[src/design/rfm_pkg.sv]
`timescale 1ns / 1ps
// ----------------------------------------------------------------------------
// rfm_pkg: shared definitions for the reciprocal frequency meter
// Widths, register map, operation codes and register reset values.
// ----------------------------------------------------------------------------
package rfm_pkg;

    // Timestamp and frequency widths
    localparam int TIME_WIDTH = 48;
    localparam int Q_WIDTH    = 32;
    localparam int GAP_WIDTH  = 24;
    localparam int TO_WIDTH   = 32;
    localparam int TPS_WIDTH  = 24;
    localparam int FRAC_BITS  = Q_WIDTH - TPS_WIDTH;

    // Limit shifter is wide enough for the timestamp and the timeout
    localparam int LIM_W = (TIME_WIDTH > TO_WIDTH) ? TIME_WIDTH : TO_WIDTH;
    // Trial remainder compare width for the divider
    localparam int DIV_W = (TIME_WIDTH > Q_WIDTH + 1) ? TIME_WIDTH : Q_WIDTH + 1;
    // Bit counter serves both the serial subtract and the divider
    localparam int CNT_MAX = (TIME_WIDTH > Q_WIDTH) ? TIME_WIDTH : Q_WIDTH;
    localparam int CNT_W   = $clog2(CNT_MAX);

    // APB register map
    localparam int ADDR_W = 4;
    localparam int DATA_W = 32;
    localparam logic [1:0] REG_MIN_GAP = 2'd0;
    localparam logic [1:0] REG_TIMEOUT = 2'd1;
    localparam logic [1:0] REG_TPS     = 2'd2;

    // Register reset values
    localparam logic [GAP_WIDTH-1:0] MIN_GAP_RST = GAP_WIDTH'(1000);
    localparam logic [TO_WIDTH-1:0]  TIMEOUT_RST = TO_WIDTH'(1000000);
    localparam logic [TPS_WIDTH-1:0] TPS_RST     = TPS_WIDTH'(1000000);

    // Operation codes
    localparam logic OP_EDGE = 1'b0;
    localparam logic OP_POLL = 1'b1;

endpackage

[src/design/reciprocal_frequency_meter.sv]
`timescale 1ns / 1ps
// ----------------------------------------------------------------------------
// reciprocal_frequency_meter: edge-period capture and Q24.8 frequency readout
// Bit-serial timestamp subtract/compare followed by a restoring divider.
// ----------------------------------------------------------------------------
// The block takes one transaction at a time. Every transaction is compared
// against the last accepted edge by a bit-serial subtractor, one timestamp
// bit per cycle; an edge passes through acceptance, the serial pass over
// all 48 bits and a decision step. A poll that repeats the held value or
// reports a timeout then moves to a push step that loads its result into
// the output register; a poll after a new edge first runs the 32-step
// restoring divider (one quotient bit per cycle). The output register
// frees the result side: a new transaction is taken while a result waits,
// and a poll stalls only if the previous result has not been taken yet.
// Registers sit at byte addresses 0 (min gap), 4 (timeout), 8 (tick rate).
// ----------------------------------------------------------------------------
module reciprocal_frequency_meter
    import rfm_pkg::*;
(
    input  logic                  aclk,
    input  logic                  aresetn,
    // Input channel
    input  logic                  s_valid,
    output logic                  s_ready,
    input  logic                  s_operation,
    input  logic [TIME_WIDTH-1:0] s_timestamp,
    // Result channel
    output logic                  m_valid,
    input  logic                  m_ready,
    output logic [Q_WIDTH-1:0]    m_frequency_q8,
    output logic                  m_fresh,
    output logic                  m_timed_out,
    // Configuration port
    input  logic                  psel,
    input  logic                  penable,
    input  logic                  pwrite,
    input  logic [ADDR_W-1:0]     paddr,
    input  logic [DATA_W-1:0]     pwdata,
    output logic [DATA_W-1:0]     prdata,
    output logic                  pready
);

    typedef enum logic [2:0] {
        ST_IDLE,
        ST_DIFF,
        ST_DECIDE,
        ST_DIV,
        ST_PUSH
    } state_t;

    // Control state
    state_t                 state_reg, state_next;
    logic [CNT_W-1:0]       bit_cnt_reg, bit_cnt_next;
    logic                   op_reg, op_next;
    logic                   borrow_reg, borrow_next;
    logic                   gt_reg, gt_next;
    logic                   edge_pending_reg, edge_pending_next;
    logic                   res_fresh_reg, res_fresh_next;
    logic                   res_to_reg, res_to_next;
    logic                   m_valid_reg, m_valid_next;

    // Configuration registers
    logic [GAP_WIDTH-1:0]   min_gap_reg, min_gap_next;
    logic [TO_WIDTH-1:0]    timeout_reg, timeout_next;
    logic [TPS_WIDTH-1:0]   tps_reg, tps_next;

    // Datapath and stored state
    logic [TIME_WIDTH-1:0]  ts_sr_reg, ts_sr_next;
    logic [TIME_WIDTH-1:0]  last_edge_reg, last_edge_next;
    logic [TIME_WIDTH-1:0]  diff_sr_reg, diff_sr_next;
    logic [LIM_W-1:0]       lim_sr_reg, lim_sr_next;
    logic [TIME_WIDTH-1:0]  period_reg, period_next;
    logic [Q_WIDTH-1:0]     held_reg, held_next;
    logic [Q_WIDTH-1:0]     dvd_sr_reg, dvd_sr_next;
    logic [Q_WIDTH-1:0]     rem_reg, rem_next;
    logic [Q_WIDTH-1:0]     quo_sr_reg, quo_sr_next;
    logic [Q_WIDTH-1:0]     m_freq_reg, m_freq_next;
    logic                   m_fresh_reg, m_fresh_next;
    logic                   m_to_reg, m_to_next;

    // Serial subtract signals
    logic                   a_bit, b_bit, l_bit, d_bit;
    logic                   past_limit;
    // Divider signals
    logic [Q_WIDTH:0]       trial;
    logic [DIV_W:0]         trial_sub;
    logic                   trial_ge;
    // Configuration write strobe
    logic                   cfg_wr;

    assign s_ready        = (state_reg == ST_IDLE);
    assign m_valid        = m_valid_reg;
    assign m_frequency_q8 = m_freq_reg;
    assign m_fresh        = m_fresh_reg;
    assign m_timed_out    = m_to_reg;
    assign pready         = 1'b1;
    assign cfg_wr         = psel & penable & pwrite;

    // One bit of the timestamp difference per cycle, LSB first
    assign a_bit = ts_sr_reg[0];
    assign b_bit = last_edge_reg[0];
    assign l_bit = lim_sr_reg[0];
    assign d_bit = a_bit ^ b_bit ^ borrow_reg;

    // Difference is non-negative and above the limit; leftover limit bits must be zero
    assign past_limit = !diff_sr_reg[TIME_WIDTH-1] && gt_reg && (lim_sr_reg == '0);

    // Restoring divider step
    assign trial     = {rem_reg, dvd_sr_reg[Q_WIDTH-1]};
    assign trial_sub = {1'b0, DIV_W'(trial)} - {1'b0, DIV_W'(period_reg)};
    assign trial_ge  = !trial_sub[DIV_W];

    // Register read mux
    always_comb begin
        unique case (paddr[3:2])
            REG_MIN_GAP: prdata = DATA_W'(min_gap_reg);
            REG_TIMEOUT: prdata = DATA_W'(timeout_reg);
            REG_TPS:     prdata = DATA_W'(tps_reg);
            default:     prdata = '0;
        endcase
    end

    // Next-state logic
    always_comb begin
        state_next        = state_reg;
        bit_cnt_next      = bit_cnt_reg;
        op_next           = op_reg;
        borrow_next       = borrow_reg;
        gt_next           = gt_reg;
        edge_pending_next = edge_pending_reg;
        res_fresh_next    = res_fresh_reg;
        res_to_next       = res_to_reg;
        m_valid_next      = m_valid_reg;
        min_gap_next      = min_gap_reg;
        timeout_next      = timeout_reg;
        tps_next          = tps_reg;
        ts_sr_next        = ts_sr_reg;
        last_edge_next    = last_edge_reg;
        diff_sr_next      = diff_sr_reg;
        lim_sr_next       = lim_sr_reg;
        period_next       = period_reg;
        held_next         = held_reg;
        dvd_sr_next       = dvd_sr_reg;
        rem_next          = rem_reg;
        quo_sr_next       = quo_sr_reg;
        m_freq_next       = m_freq_reg;
        m_fresh_next      = m_fresh_reg;
        m_to_next         = m_to_reg;

        // Apply configuration writes
        if (cfg_wr) begin
            unique case (paddr[3:2])
                REG_MIN_GAP: min_gap_next = pwdata[GAP_WIDTH-1:0];
                REG_TIMEOUT: timeout_next = pwdata[TO_WIDTH-1:0];
                REG_TPS:     tps_next     = pwdata[TPS_WIDTH-1:0];
                default:     ;
            endcase
        end

        // Drop the result once taken
        if (m_valid_reg && m_ready) begin
            m_valid_next = 1'b0;
        end

        unique case (state_reg)
            ST_IDLE: begin
                if (s_valid) begin
                    op_next      = s_operation;
                    ts_sr_next   = s_timestamp;
                    lim_sr_next  = (s_operation == OP_POLL) ? LIM_W'(timeout_reg)
                                                            : LIM_W'(min_gap_reg);
                    borrow_next  = 1'b0;
                    gt_next      = 1'b0;
                    bit_cnt_next = '0;
                    state_next   = ST_DIFF;
                end
            end
            ST_DIFF: begin
                // Rotate the operands, shift in one difference bit
                ts_sr_next     = {a_bit, ts_sr_reg[TIME_WIDTH-1:1]};
                last_edge_next = {b_bit, last_edge_reg[TIME_WIDTH-1:1]};
                lim_sr_next    = lim_sr_reg >> 1;
                diff_sr_next   = {d_bit, diff_sr_reg[TIME_WIDTH-1:1]};
                borrow_next    = (~a_bit & b_bit) | (~(a_bit ^ b_bit) & borrow_reg);
                gt_next        = (d_bit ^ l_bit) ? d_bit : gt_reg;
                if (bit_cnt_reg == CNT_W'(TIME_WIDTH - 1)) begin
                    bit_cnt_next = '0;
                    state_next   = ST_DECIDE;
                end else begin
                    bit_cnt_next = bit_cnt_reg + 1'b1;
                end
            end
            ST_DECIDE: begin
                if (op_reg == OP_EDGE) begin
                    // Take the edge as the new reference
                    if (past_limit) begin
                        period_next       = diff_sr_reg;
                        last_edge_next    = ts_sr_reg;
                        edge_pending_next = 1'b1;
                    end
                    state_next = ST_IDLE;
                end else if (edge_pending_reg) begin
                    edge_pending_next = 1'b0;
                    dvd_sr_next       = {tps_reg, FRAC_BITS'(0)};
                    rem_next          = '0;
                    bit_cnt_next      = '0;
                    res_fresh_next    = 1'b1;
                    res_to_next       = 1'b0;
                    state_next        = ST_DIV;
                end else if (past_limit) begin
                    quo_sr_next    = '0;
                    res_fresh_next = 1'b0;
                    res_to_next    = 1'b1;
                    state_next     = ST_PUSH;
                end else begin
                    quo_sr_next    = held_reg;
                    res_fresh_next = 1'b0;
                    res_to_next    = 1'b0;
                    state_next     = ST_PUSH;
                end
            end
            ST_DIV: begin
                // One quotient bit per cycle
                rem_next    = trial_ge ? trial_sub[Q_WIDTH-1:0] : trial[Q_WIDTH-1:0];
                quo_sr_next = {quo_sr_reg[Q_WIDTH-2:0], trial_ge};
                dvd_sr_next = {dvd_sr_reg[Q_WIDTH-2:0], 1'b0};
                if (bit_cnt_reg == CNT_W'(Q_WIDTH - 1)) begin
                    bit_cnt_next = '0;
                    state_next   = ST_PUSH;
                end else begin
                    bit_cnt_next = bit_cnt_reg + 1'b1;
                end
            end
            ST_PUSH: begin
                // Load the output register once it is free
                if (!m_valid_reg || m_ready) begin
                    m_valid_next = 1'b1;
                    m_freq_next  = quo_sr_reg;
                    m_fresh_next = res_fresh_reg;
                    m_to_next    = res_to_reg;
                    held_next    = quo_sr_reg;
                    state_next   = ST_IDLE;
                end
            end
            default: begin
                state_next = ST_IDLE;
            end
        endcase
    end

    // Hold state
    always_ff @(posedge aclk) begin
        if (!aresetn) begin
            state_reg        <= ST_IDLE;
            bit_cnt_reg      <= '0;
            edge_pending_reg <= 1'b0;
            m_valid_reg      <= 1'b0;
            min_gap_reg      <= MIN_GAP_RST;
            timeout_reg      <= TIMEOUT_RST;
            tps_reg          <= TPS_RST;
            last_edge_reg    <= '0;
            period_reg       <= '0;
            held_reg         <= '0;
        end else begin
            state_reg        <= state_next;
            bit_cnt_reg      <= bit_cnt_next;
            edge_pending_reg <= edge_pending_next;
            m_valid_reg      <= m_valid_next;
            min_gap_reg      <= min_gap_next;
            timeout_reg      <= timeout_next;
            tps_reg          <= tps_next;
            last_edge_reg    <= last_edge_next;
            period_reg       <= period_next;
            held_reg         <= held_next;
        end
    end

    // Advance the datapath
    always_ff @(posedge aclk) begin
        op_reg        <= op_next;
        borrow_reg    <= borrow_next;
        gt_reg        <= gt_next;
        res_fresh_reg <= res_fresh_next;
        res_to_reg    <= res_to_next;
        ts_sr_reg     <= ts_sr_next;
        diff_sr_reg   <= diff_sr_next;
        lim_sr_reg    <= lim_sr_next;
        dvd_sr_reg    <= dvd_sr_next;
        rem_reg       <= rem_next;
        quo_sr_reg    <= quo_sr_next;
        m_freq_reg    <= m_freq_next;
        m_fresh_reg   <= m_fresh_next;
        m_to_reg      <= m_to_next;
    end

    // Checks
    a_busy_after_accept: assert property (@(posedge aclk) disable iff (!aresetn)
        s_valid && s_ready |=> !s_ready)
        else $error("input taken again without serial pass");

    a_flags_exclusive: assert property (@(posedge aclk) disable iff (!aresetn)
        m_valid_reg |-> !(m_fresh_reg && m_to_reg))
        else $error("fresh and timed_out both set");

    a_timeout_zero: assert property (@(posedge aclk) disable iff (!aresetn)
        m_valid_reg && m_to_reg |-> m_freq_reg == '0)
        else $error("timed-out result is not zero");

    a_edge_arms: assert property (@(posedge aclk) disable iff (!aresetn)
        state_reg == ST_DECIDE && op_reg == OP_EDGE && past_limit |=> edge_pending_reg)
        else $error("accepted edge did not arm the pending flag");

    a_cnt_range: assert property (@(posedge aclk) disable iff (!aresetn)
        state_reg == ST_DIFF |-> bit_cnt_reg < CNT_W'(TIME_WIDTH))
        else $error("serial bit counter out of range");

endmodule

[config.mk]
export PLATFORM = sky130hd
export DESIGN_NAME = reciprocal_frequency_meter
export DESIGN_NICKNAME = d
export VERILOG_FILES = /design/src/design/rfm_pkg.sv /design/src/design/reciprocal_frequency_meter.sv
export SDC_FILE = /design/constraint.sdc
export NUM_CORES = 1
export LEC_CHECK = 0
export BUFFER_PORTS_ARGS = -buffer_cell sky130_fd_sc_hd__buf_2
export CORE_MARGIN = 8
export CORE_UTILIZATION = 45
export DETAILED_ROUTE_END_ITERATION = 8
export GPL_ROUTABILITY_DRIVEN = 0
export RECOVER_POWER = 100
export SYNTH_ARGS = -nofsm -noshare
export SYNTH_HDL_FRONTEND = slang
export SYNTH_SLANG_ARGS = --single-unit
[constraint.sdc]
create_clock -name aclk -period 9 [get_ports aclk]
set_input_delay 1.8 -clock aclk [delete_from_list [all_inputs] [get_ports aclk]]
set_output_delay 1.8 -clock aclk [all_outputs]
set_load 0.03 [all_outputs]
==> flow_summary_export.csv <==
group,metric,value,unit
run_status,run_status,"complete, but fails checks",
run_status,violations,"capacitance limit, slew limit",
worst_setup_path,worstPathRequired,7.20,ns
worst_setup_path,critPathKind,"input pin to primary output",
layout,fillers,4354,
detailed_routing,vias,15506,
timing,setup_viol,0,
worst_setup_path,path_max_fanout,16,
min_path,hp-class,"flip-flop to flip-flop",
timing,fmax,139,MHz
clock_tree,post_cts_resized,0,
timing,fin_ws,1.78,ns
detailed_routing,wl_per_cell,17.0,um
clock_tree,numClockSinks,474,
synthesis,synth_edf_count,255,
flow_run,cap_violations,15,
clock_tree,clk_path_buf_depth,3,
clock_tree,cts_tree,"built",
die,die_h,233,um
global_route,grt_overflow,0,
global_route,grt_pass1_vias,15285,
timing,period_share,80.2,%
synthesis,avgSynthCellArea,9.83,um2
synthesis,ys_async_sr_fraction,0,%
layout,drive_gt1_share,8.78,%
worst_setup_path,cp-start-kind,"input pin",
synthesis,ys_types,60,
synthesis,yosys_most_used_dff,"edfxtp_1",
global_route,grt_max_degree,113,
timing,finalHoldViolations,0,
clock_tree,cts_max_level,2,
global_route,gr-usage-all-layers,18.1,%
die,coreArea,0.0465,mm2
synthesis,synth_seq_area_share,57.1,%
detailed_routing,wl,49600,um
detailed_routing,first_pass_iters,5,
timing,slew_headroom,-205,%
clock_tree,clockRootBuffer,"clkbuf_16",
timing,tns,0,ns
die,dieArea,0.0541,mm2
synthesis,netlist_area,0.0211,mm2
detailed_routing,drt-vias-per-instance,5.33,
synthesis,synth_nets,2276,
clock_tree,clk_pin_slew,0.06,ns
worst_setup_path,crit_path_end_kind,"primary output",
die,die_x,233,um
pwr,p_comb_share,9.5,%
pwr,p_clk_share,40.2,%
timing,tightest_slew,4.58,ns
die,rows,79,
layout,fin_nets,2384,
timing,clock_skew,0.0219,ns
worst_setup_path,ff2ff_setup_slack,2.20,ns
synthesis,ys_ff_latch,474,
clock_tree,clkLatencyLatePin,0.59,ns
placed_design,hpwl,30600,um
synthesis,yosysWarnings,0,
pwr,p_leak,9.16,nW
global_route,grt_pass1_wl,80300,um
global_route,antenna_found_initial,5,
pwr,netSwitchingPower,1.26,mW
die,initial_core_util,45.4,%
worst_setup_path,reg2regPathDepth,7,
detailed_routing,drt_iter0_markers,1037,
pwr,power_frac_seq,50.3,%
worst_setup_path,worstPathArrival,5.42,ns
timing,rsz0062_at_grt,"false",
clock_tree,cts_setup_buffers,0,
placed_design,portBuffers,157,
timing,slew_viol_final,918,
min_path,whs_path_depth,0,
pwr,p_per_area,215,mW/mm2
die,io_pins,161,
pwr,peakVddDrop,0.142,mV
layout,area_delta_synth_final,13.3,%
pwr,sw_frac_of_total,24.6,%
clock_tree,cts_hold_buf,0,
synthesis,synth_cells,2148,
detailed_routing,drcViolationCount,0,
pwr,intPower,3.88,mW
timing,layout_min_cycle_time,7.22,ns
placed_design,dp_slack,3.09,ns
clock_tree,cts_buffers,52,
detailed_routing,ant_nets,0,
==> cells by family after synthesis <==
family / Yosys count / share of synthesized area, %
muxes: 117 / 5.55
buffers and inverters: 178 / 3.28
and+or+nand+nor: 921 / 17.7
DFF: 474 / 57.1
adders and majority gates: 36 / 2.21
xor gates and xnor gates: 26 / 1.08
other: 1 / 0.0178
AOI/OAI and AO/OA: 395 / 13.1
==> cells in the final DEF (no fill, tap or decap), types with 48 or more instances in the layout <==
cell type / n
nand2_1: 750
dfxtp_1: 219
buf_2: 96
o211a_1: 48
inv_1: 50
clkbuf_1: 78
a21boi_0: 143
clkbuf_16: 54
mux2i_1: 116
edfxtp_1: 255
o21ai_0: 99
==> synthesized netlist by cell type, types with 15 or more instances <==
library cell	number	area share [%]
a21boi_0	143	5.1
and2_1	15	0.44
inv_1	51	0.91
clkbuf_1	106	1.9
nand2_1	751	13
o21ai_0	99	2.3
a21oi_1	45	1.1
nand3_1	39	0.92
dfxtp_1	219	21
edfxtp_1	255	36
xnor2_1	15	0.62
nor2_1	43	0.76
o211a_1	48	2.3
ha_1	34	2.0
mux2i_1	116	5.5
==> power by group through the flow <==
stage	logic [mW]	registers, mW	clock network (mW)
after global routing	0.545	2.61	2.21
after floorplan	0.341	2.60	0
final	0.487	2.59	2.07
after CTS	0.484	2.58	2.13
after detailed placement	0.482	2.63	0
after global placement	0.474	2.62	0
==> stage by stage <==
step	total power, mW	util, %	cells	hold WS [ns]	instance area (um2)
after floorplan	2.94	-	2148	0.400	21100
after global placement	3.10	48.2	2809	0.408	22400
after detailed placement	3.11	48.2	2809	0.414	22400
after CTS	5.19	51.8	2907	0.431	24100
after global routing	5.36	51.5	2908	0.438	23900
final	5.14	51.5	2910	0.429	23900
==> layout make-up <==
cell class	count	area [um2]	share of cell area, %
Tap cell	607	759	3.18
Timing Repair Buffer	180	837	3.50
Clock buffer	71	1520	6.34
Clock inverter	27	171	0.717
Inverter	52	198	0.827
Multi-Input combinational cell	1496	8380	35.0
Antenna cell	3	7.51	0.0314
Sequential cell	474	12000	50.4
==> worst max-delay path, cell delays in order <==
cell and delay, ns:
clkbuf_1 0.44, clkbuf_1 0.66, nor2b_1 0.99, clkbuf_1 0.77
nand2_1 0.13, o21ai_0 0.24, clkbuf_1 0.38
==> per-layer routing <==
layer | up-vias | track usage [%] | wire length, um
li1 | 7598 | - | -
met1 | 7441 | 24.3 | 23100
met2 | 382 | 28.7 | 22200
met3 | 83 | 3.54 | 2870
met4 | 2 | 6.57 | 1400
met5 | - | 0 | 14
==> final timing paths <==
path                      from           to
hold reg to reg     res_to_reg  m_timed_out
setup / recovery      paddr[2]   prdata[20]
setup reg to reg  state_reg[1]  rem_reg[25]
hold / removal      res_to_reg  m_timed_out
(Power assumes the default switching activity.)
